### src/rtl/core/sha256_pkg.sv
// Shared types, state codes and constant tables of the SHA-256 hash engine.
package sha256_pkg;

    typedef logic [31:0] t_word;

    // Eight 32-bit words; element 0 is h0 (or working variable a).
    typedef logic [7:0][31:0] t_hash;

    // Message schedule taps that one round reads from the sliding window.
    typedef struct packed {
        t_word w0;
        t_word w1;
        t_word w9;
        t_word w14;
    } t_taps;

    typedef enum logic [2:0] {
        ST_IDLE,
        ST_ROUND,
        ST_UPDATE,
        ST_PAD,
        ST_OUT
    } t_state;

    localparam logic [5:0] LAST_ROUND  = 6'd63;
    localparam logic [5:0] LAST_OFFSET = 6'd63;
    localparam logic [5:0] LEN_OFFSET  = 6'd56;
    localparam logic [2:0] LAST_WORD   = 3'd7;
    localparam logic [7:0] PAD_BYTE    = 8'h80;

    // Initial chaining value.
    function automatic t_word init_hash(input logic [2:0] idx);
        t_word r;
        case (idx)
            3'd0:    r = 32'h6a09e667;
            3'd1:    r = 32'hbb67ae85;
            3'd2:    r = 32'h3c6ef372;
            3'd3:    r = 32'ha54ff53a;
            3'd4:    r = 32'h510e527f;
            3'd5:    r = 32'h9b05688c;
            3'd6:    r = 32'h1f83d9ab;
            3'd7:    r = 32'h5be0cd19;
            default: r = 32'h0;
        endcase
        return r;
    endfunction

    // Round constants.
    function automatic t_word round_k(input logic [5:0] idx);
        t_word r;
        case (idx)
            6'd0:  r = 32'h428a2f98; 6'd1:  r = 32'h71374491;
            6'd2:  r = 32'hb5c0fbcf; 6'd3:  r = 32'he9b5dba5;
            6'd4:  r = 32'h3956c25b; 6'd5:  r = 32'h59f111f1;
            6'd6:  r = 32'h923f82a4; 6'd7:  r = 32'hab1c5ed5;
            6'd8:  r = 32'hd807aa98; 6'd9:  r = 32'h12835b01;
            6'd10: r = 32'h243185be; 6'd11: r = 32'h550c7dc3;
            6'd12: r = 32'h72be5d74; 6'd13: r = 32'h80deb1fe;
            6'd14: r = 32'h9bdc06a7; 6'd15: r = 32'hc19bf174;
            6'd16: r = 32'he49b69c1; 6'd17: r = 32'hefbe4786;
            6'd18: r = 32'h0fc19dc6; 6'd19: r = 32'h240ca1cc;
            6'd20: r = 32'h2de92c6f; 6'd21: r = 32'h4a7484aa;
            6'd22: r = 32'h5cb0a9dc; 6'd23: r = 32'h76f988da;
            6'd24: r = 32'h983e5152; 6'd25: r = 32'ha831c66d;
            6'd26: r = 32'hb00327c8; 6'd27: r = 32'hbf597fc7;
            6'd28: r = 32'hc6e00bf3; 6'd29: r = 32'hd5a79147;
            6'd30: r = 32'h06ca6351; 6'd31: r = 32'h14292967;
            6'd32: r = 32'h27b70a85; 6'd33: r = 32'h2e1b2138;
            6'd34: r = 32'h4d2c6dfc; 6'd35: r = 32'h53380d13;
            6'd36: r = 32'h650a7354; 6'd37: r = 32'h766a0abb;
            6'd38: r = 32'h81c2c92e; 6'd39: r = 32'h92722c85;
            6'd40: r = 32'ha2bfe8a1; 6'd41: r = 32'ha81a664b;
            6'd42: r = 32'hc24b8b70; 6'd43: r = 32'hc76c51a3;
            6'd44: r = 32'hd192e819; 6'd45: r = 32'hd6990624;
            6'd46: r = 32'hf40e3585; 6'd47: r = 32'h106aa070;
            6'd48: r = 32'h19a4c116; 6'd49: r = 32'h1e376c08;
            6'd50: r = 32'h2748774c; 6'd51: r = 32'h34b0bcb5;
            6'd52: r = 32'h391c0cb3; 6'd53: r = 32'h4ed8aa4a;
            6'd54: r = 32'h5b9cca4f; 6'd55: r = 32'h682e6ff3;
            6'd56: r = 32'h748f82ee; 6'd57: r = 32'h78a5636f;
            6'd58: r = 32'h84c87814; 6'd59: r = 32'h8cc70208;
            6'd60: r = 32'h90befffa; 6'd61: r = 32'ha4506ceb;
            6'd62: r = 32'hbef9a3f7; 6'd63: r = 32'hc67178f2;
            default: r = 32'h0;
        endcase
        return r;
    endfunction

endpackage

### src/rtl/core/sha256_round.sv
// One SHA-256 compression round together with one message schedule step.
module sha256_round (
    input  sha256_pkg::t_hash  i_vars,
    input  sha256_pkg::t_word  i_k,
    input  sha256_pkg::t_taps  i_taps,
    output sha256_pkg::t_hash  o_vars,
    output sha256_pkg::t_word  o_w_next
);
    import sha256_pkg::*;

    function automatic t_word ror(input t_word x, input int unsigned n);
        return (x >> n) | (x << (32 - n));
    endfunction

    t_word big0;
    t_word big1;
    t_word choose;
    t_word major;
    t_word t1;
    t_word t2;
    t_word sg0;
    t_word sg1;

    // Round function on the working variables a..h.
    always_comb begin
        big1   = ror(i_vars[4], 6) ^ ror(i_vars[4], 11) ^ ror(i_vars[4], 25);
        choose = (i_vars[4] & i_vars[5]) ^ (~i_vars[4] & i_vars[6]);
        t1     = i_vars[7] + big1 + choose + i_k + i_taps.w0;
        big0   = ror(i_vars[0], 2) ^ ror(i_vars[0], 13) ^ ror(i_vars[0], 22);
        major  = (i_vars[0] & i_vars[1]) ^ (i_vars[0] & i_vars[2]) ^
                 (i_vars[1] & i_vars[2]);
        t2     = big0 + major;
        o_vars[7] = i_vars[6];
        o_vars[6] = i_vars[5];
        o_vars[5] = i_vars[4];
        o_vars[4] = i_vars[3] + t1;
        o_vars[3] = i_vars[2];
        o_vars[2] = i_vars[1];
        o_vars[1] = i_vars[0];
        o_vars[0] = t1 + t2;
    end

    // Next schedule word, sixteen positions ahead of the current one.
    always_comb begin
        sg0      = ror(i_taps.w1, 7) ^ ror(i_taps.w1, 18) ^ (i_taps.w1 >> 3);
        sg1      = ror(i_taps.w14, 17) ^ ror(i_taps.w14, 19) ^ (i_taps.w14 >> 10);
        o_w_next = i_taps.w0 + sg0 + i_taps.w9 + sg1;
    end

endmodule

### src/rtl/core/sha256_hash_engine_core.sv
// Top level of the streaming SHA-256 hash engine: byte intake, padding, sequencer, output.
// Intake: a byte is taken while idle; the byte that fills a 64-byte block starts a
// compression of 64 rounds and a chaining update, done by the single shared round
// unit. Finalizing pads one byte per cycle (up to two blocks and two compressions),
// then gives the eight digest words, one per cycle when not stalled. No byte is
// taken while a block is compressed or padded. Synchronous active-low reset loads the
// initial hash and clears the counters; the engine returns to that state after each digest.
module sha256_hash_engine_core (
    input  logic        i_clk,
    input  logic        i_rst_n,
    // Input bytes.
    input  logic        i_s_axis_tvalid,
    output logic        o_s_axis_tready,
    input  logic [7:0]  i_s_axis_tdata,   // [7:0] data_byte
    input  logic        i_s_axis_tuser,   // [0] byte_valid
    input  logic        i_s_axis_tlast,   // end_of_message
    // Digest words.
    output logic        o_m_axis_tvalid,
    input  logic        i_m_axis_tready,
    output logic [31:0] o_m_axis_tdata,   // [31:0] digest_word
    output logic [2:0]  o_m_axis_tuser,   // [2:0] word_index
    output logic        o_m_axis_tlast    // last_word
);
    import sha256_pkg::*;

    t_state        r_state;
    t_state        n_state;
    t_hash         r_chain;
    t_hash         r_vars;
    t_word         r_win [16];
    logic [5:0]    r_round;
    logic [5:0]    r_fill;
    logic [60:0]   r_count;
    logic [2:0]    r_oidx;
    logic          r_pend;
    logic          r_first;
    logic          r_len;

    logic          wr_en;
    logic [7:0]    wr_byte;
    logic          cnt_inc;
    logic          in_acc;
    logic          out_acc;
    logic [63:0]   bit_len;
    logic [7:0]    len_byte;
    t_taps         taps;
    t_hash         vars_next;
    t_word         w_next;

    assign in_acc  = i_s_axis_tvalid && o_s_axis_tready;
    assign out_acc = o_m_axis_tvalid && i_m_axis_tready;

    // Length field bytes, most significant first, picked by the block offset.
    assign bit_len  = {r_count, 3'b000};
    assign len_byte = bit_len[{~r_fill[2:0], 3'b000} +: 8];

    // Shared round unit.
    assign taps.w0  = r_win[0];
    assign taps.w1  = r_win[1];
    assign taps.w9  = r_win[9];
    assign taps.w14 = r_win[14];

    sha256_round u_round (
        .i_vars   (r_vars),
        .i_k      (round_k(r_round)),
        .i_taps   (taps),
        .o_vars   (vars_next),
        .o_w_next (w_next)
    );

    // Sequencer: next state and datapath enables.
    always_comb begin
        n_state         = r_state;
        wr_en           = 1'b0;
        wr_byte         = 8'h00;
        cnt_inc         = 1'b0;
        o_s_axis_tready = 1'b0;
        case (r_state)
            ST_IDLE: begin
                o_s_axis_tready = 1'b1;
                if (i_s_axis_tvalid) begin
                    if (i_s_axis_tuser) begin
                        wr_en   = 1'b1;
                        wr_byte = i_s_axis_tdata;
                        cnt_inc = 1'b1;
                    end
                    if (i_s_axis_tuser && r_fill == LAST_OFFSET) begin
                        n_state = ST_ROUND;
                    end else if (i_s_axis_tlast) begin
                        n_state = ST_PAD;
                    end
                end
            end
            ST_ROUND: begin
                if (r_round == LAST_ROUND) begin
                    n_state = ST_UPDATE;
                end
            end
            ST_UPDATE: begin
                if (r_len) begin
                    n_state = ST_OUT;
                end else if (r_pend) begin
                    n_state = ST_PAD;
                end else begin
                    n_state = ST_IDLE;
                end
            end
            ST_PAD: begin
                wr_en = 1'b1;
                if (r_first) begin
                    wr_byte = PAD_BYTE;
                end else if (r_len || r_fill == LEN_OFFSET) begin
                    wr_byte = len_byte;
                end else begin
                    wr_byte = 8'h00;
                end
                if (r_fill == LAST_OFFSET) begin
                    n_state = ST_ROUND;
                end
            end
            ST_OUT: begin
                if (i_m_axis_tready && r_oidx == LAST_WORD) begin
                    n_state = ST_IDLE;
                end
            end
            default: begin
                n_state = ST_IDLE;
            end
        endcase
    end

    // State register.
    always_ff @(posedge i_clk) begin
        if (!i_rst_n) begin
            r_state <= ST_IDLE;
        end else begin
            r_state <= n_state;
        end
    end

    // Counters, padding flags and chaining value.
    always_ff @(posedge i_clk) begin
        if (!i_rst_n || (out_acc && r_oidx == LAST_WORD)) begin
            r_fill  <= '0;
            r_count <= '0;
            r_round <= '0;
            r_oidx  <= '0;
            r_pend  <= 1'b0;
            r_first <= 1'b0;
            r_len   <= 1'b0;
            for (int i = 0; i < 8; i++) begin
                r_chain[i] <= init_hash(3'(i));
            end
        end else begin
            if (wr_en) begin
                r_fill <= r_fill + 6'd1;
            end
            if (cnt_inc) begin
                r_count <= r_count + 61'd1;
            end
            if (in_acc && i_s_axis_tlast) begin
                r_pend  <= 1'b1;
                r_first <= 1'b1;
            end
            if (r_state == ST_PAD) begin
                r_first <= 1'b0;
                if (!r_first && r_fill == LEN_OFFSET) begin
                    r_len <= 1'b1;
                end
            end
            if (r_state == ST_ROUND) begin
                r_round <= r_round + 6'd1;
            end else begin
                r_round <= '0;
            end
            if (r_state == ST_UPDATE) begin
                for (int i = 0; i < 8; i++) begin
                    r_chain[i] <= r_chain[i] + r_vars[i];
                end
            end
            if (out_acc) begin
                r_oidx <= r_oidx + 3'd1;
            end
        end
    end

    // Working variables: loaded from the chaining value, then one round per cycle.
    always_ff @(posedge i_clk) begin
        if (r_state != ST_ROUND) begin
            r_vars <= r_chain;
        end else begin
            r_vars <= vars_next;
        end
    end

    // Block buffer doubling as the schedule window: bytes enter big-endian,
    // and each round shifts one word out and the next schedule word in.
    always_ff @(posedge i_clk) begin
        if (wr_en) begin
            r_win[r_fill[5:2]][{~r_fill[1:0], 3'b000} +: 8] <= wr_byte;
        end else if (r_state == ST_ROUND) begin
            for (int i = 0; i < 15; i++) begin
                r_win[i] <= r_win[i + 1];
            end
            r_win[15] <= w_next;
        end
    end

    // Digest words straight from the chaining registers.
    assign o_m_axis_tvalid = (r_state == ST_OUT);
    assign o_m_axis_tdata  = r_chain[r_oidx];
    assign o_m_axis_tuser  = r_oidx;
    assign o_m_axis_tlast  = (r_oidx == LAST_WORD);

endmodule
### config.mk
export PLATFORM = sky130hd
export DESIGN_NAME = sha256_hash_engine_core
export DESIGN_NICKNAME = d
export VERILOG_FILES = /design/src/rtl/core/sha256_pkg.sv /design/src/rtl/core/sha256_round.sv /design/src/rtl/core/sha256_hash_engine_core.sv
export SDC_FILE = /design/constraint.sdc
export NUM_CORES = 2
export LEC_CHECK = 0
export BUFFER_PORTS_ARGS = -buffer_cell sky130_fd_sc_hd__buf_4
export CAP_MARGIN = 10
export CORE_MARGIN = 2
export CORE_UTILIZATION = 30
export CTS_BUF_LIST = sky130_fd_sc_hd__clkbuf_8
export CTS_CLUSTER_DIAMETER = 60
export CTS_CLUSTER_SIZE = 30
export DETAILED_ROUTE_END_ITERATION = 12
export GPL_ROUTABILITY_DRIVEN = 1
export HOLD_SLACK_MARGIN = 0.02
export MAX_ROUTING_LAYER = met4
export SYNTH_ARGS = -nofsm -noshare
export SYNTH_HDL_FRONTEND = slang
export SYNTH_SLANG_ARGS = --single-unit
### constraint.sdc
create_clock -name i_clk -period 12.5 [get_ports i_clk]
set_input_delay 2.5 -clock i_clk [delete_from_list [all_inputs] [get_ports i_clk]]
set_output_delay 2.5 -clock i_clk [all_outputs]
set_load 0.05 [all_outputs]
==> metrics <==
mux cell area share after synthesis=0.03671; measured slew at the worst slew-check pin=1265 ps; Initial Utilization=0.3010; nets@finish=8226; Root Buffer=clkbuf_8; Max clock buf depth=3; Worst Path Buf+Inv=4; CP max stage cell=dfxtp_1; Hold Buf Count CTS=0; setup TNS=0 ps; placed inst area=75690 sq um; final critical-path share of the clock period=0.6781; sequential share of the synthesized area=0.3866; CP most frequent cell=a21o_1; clk sinks=1138; crit start category=register; main area contributors after synthesis=edfxtp_1 21%, dfxtp_1 17%, a21o_1 7.3%; Fmax achieved=0.1180 GHz; Worst-path clk slew=150 ps; later-pin clock latency in the skew report=930 ps; Chip Width=494.6 um; Post-synth top flop=dfxtp_1; CP max FO=6; DR WL/cell=22.16 um; adder-cell area share of the yosys netlist=0.1234; relative slew slack=0.1474; XOR/XNOR Fraction of Synth Area=0.07435; global-route wire length before repair=360.5 mm; post-route ant nets=0; synth warn=0; setup repair bufs after CTS=0; DR pass1 iterations=6; endpoints failing setup=0; Synth top area share=0.2130; final WL=241.3 mm; GRT Util Overall=0.1983; Final Skew=81.77 ps; Die H=494.6 um; core area=239900 sq um; Post-Synth Simple-Gate Area=0.1286; largest net degree at the start of global routing=226; worst min path class=register to register; Layout area overhead=8.132%; DP Cell Count=10701; Worst path max stage delay=560 ps; die area=244600 sq um; vias in the first global route=55598; I/O pin cnt=52; Post-Syn Nets=8428; unrepaired setup endpoints after global routing=false; Via density=5.303; DP HPWL=179.7 mm; final worst path period need=8476 ps; via count=57759; Yosys top cell by area=edfxtp_1; PortBufs=51; Final Instance Area=78060 sq um; syn_area_per_cell=9.229 sq um; critical path's top delay family=compound AO/OA/AOI/OAI gates; Max Cap Viol=0; post-synthesis compound-gate area fraction=0.2010; CTS tree=built; clock buffer count from CTS=92; Mapped Cells=7822; crit path DAT=9290 ps; Starting DRT DRC Count=5668; share of cells above drive strength 1=0.06519; Post-synth EDFFs=512; final non-filler cell total=10891; Max Slew Vio Count=0; CP required=13310 ps; status=finished, final reports clean; drt drc=0; routability cong.=0.9827; Post-synth ARST share=0; total gr overflow=0; CP Capture Type=register; Rows=180; synth unique cells=91; PostCTS Resize Cnt=0; initial antenna violation count=15; largest family of logic cells by synthesized area=compound AO/OA/AOI/OAI gates; kind of critical path=register to register; synthesized cell area=72190 sq um; H-tree levels=3; final-report hold violation count=0; Yosys reg bits=1138
sequential cells by signal, indices dropped and copies added (netlist names):
| name | flops |
|---|---|
| r_pend | 1 |
| r_vars | 256 |
| r_len | 1 |
| r_fill | 6 |
| u_round.i_k | 32 |
| r_state | 3 |
| r_first | 1 |
| r_win | 512 |
| r_count | 61 |
| r_round | 6 |
| r_chain | 256 |
| o_m_axis_tuser | 3 |
metal layers:
metal,global-route usage,vias up,routed length [um]
met3,0.02244,355,14690
met4,0.06169,0,8434
met1,0.2758,28457,111400
met5,-,-,0
li1,-,26905,-
met2,0.3007,2042,106800
synth_stat cells (55+ instances only):
master and n:
nand2_1 1194, a21o_1 706, dfxtp_1 626, edfxtp_1 512
a21oi_1 496, inv_1 492, o21ai_0 478, clkbuf_1 419
ha_1 397, nor2_1 369, xnor2_1 359, xor2_1 252
fa_1 195, nand3_1 113, o211ai_1 102, mux4_2 78
nor3_1 77, nand2b_1 75, o21a_1 59, a211oi_1 57
nor2b_1 55
per-stage QoR:
step | hold slack [ps] | util | worst slack, ps
2_1_floorplan | 431.1 | - | 4863
3_3_place_gp | 446.1 | 0.3154 | 3999
3_5_place_dp | 453.3 | 0.3156 | 4050
4_1_cts | 431.0 | 0.3252 | 4070
5_1_grt | 463.4 | 0.3254 | 3614
6_report | 424.5 | 0.3255 | 4024
cells by family (layout without fill, tap and decap cells):
kind of cell / after synthesis / count (layout)
AOI/OAI and AO/OA: 2234 / 2234
xor gates and xnor gates: 612 / 612
adders and majority gates: 596 / 596
buffers and inverters: 947 / 825
DFF: 1138 / 1138
muxes: 162 / 162
other: 0 / 6
and+or+nand+nor: 2133 / 2133
tightest hold or removal path: cells and delay by family (launching register included):
family / cells / cell delay [ps]
flip-flops: 1 / 360
AND/OR/NAND/NOR: 2 / 110
path summary, 6_finish.rpt:
check | from | end | slack [ps] | cells after the start
setup / recovery | r_vars[128]$_DFF_P_ | r_vars[31]$_DFF_P_ | 4020 | 33
hold / removal | r_chain[94]$_SDFFE_PP0N_ | r_vars[94]$_DFF_P_ | 420 | 2
setup reg to reg | r_vars[128]$_DFF_P_ | r_vars[31]$_DFF_P_ | 4020 | 33
hold reg to reg | r_chain[94]$_SDFFE_PP0N_ | r_vars[94]$_DFF_P_ | 420 | 2
layout by cell type (no fill, tap or decap), types with 42 or more instances in the layout:
cell      instances
a211oi_1         57
a21o_1          706
a21oi_1         496
a31oi_1          47
and2_1           48
and3_1           51
buf_4           141
clkbuf_8         95
dfxtp_1         622
edfxtp_1        512
fa_1            195
ha_1            397
inv_1           493
mux2_2           42
mux2i_1          42
mux4_2           78
nand2_1        1193
nand2b_1         74
nand3_1         113
nor2_1          366
nor2b_1          53
nor3_1           77
o211ai_1        102
o21a_1           58
o21ai_0         473
or3_1            48
xnor2_1         357
xor2_1          251
final cells by class:
type / instances / area [sq um]
antenna: 6 / 15.01
sequential: 1138 / 27920
timing repair buffer: 156 / 1169
tap: 3185 / 3985
inverter: 495 / 1858
multi-input combinational: 5737 / 40820
clock buffer: 95 / 1308
fill: 24610 / 161800
clock inverter: 79 / 996.0
Power is not shown: default switching activity piles up to over one toggle a cycle in this logic, so the estimate is an artifact.
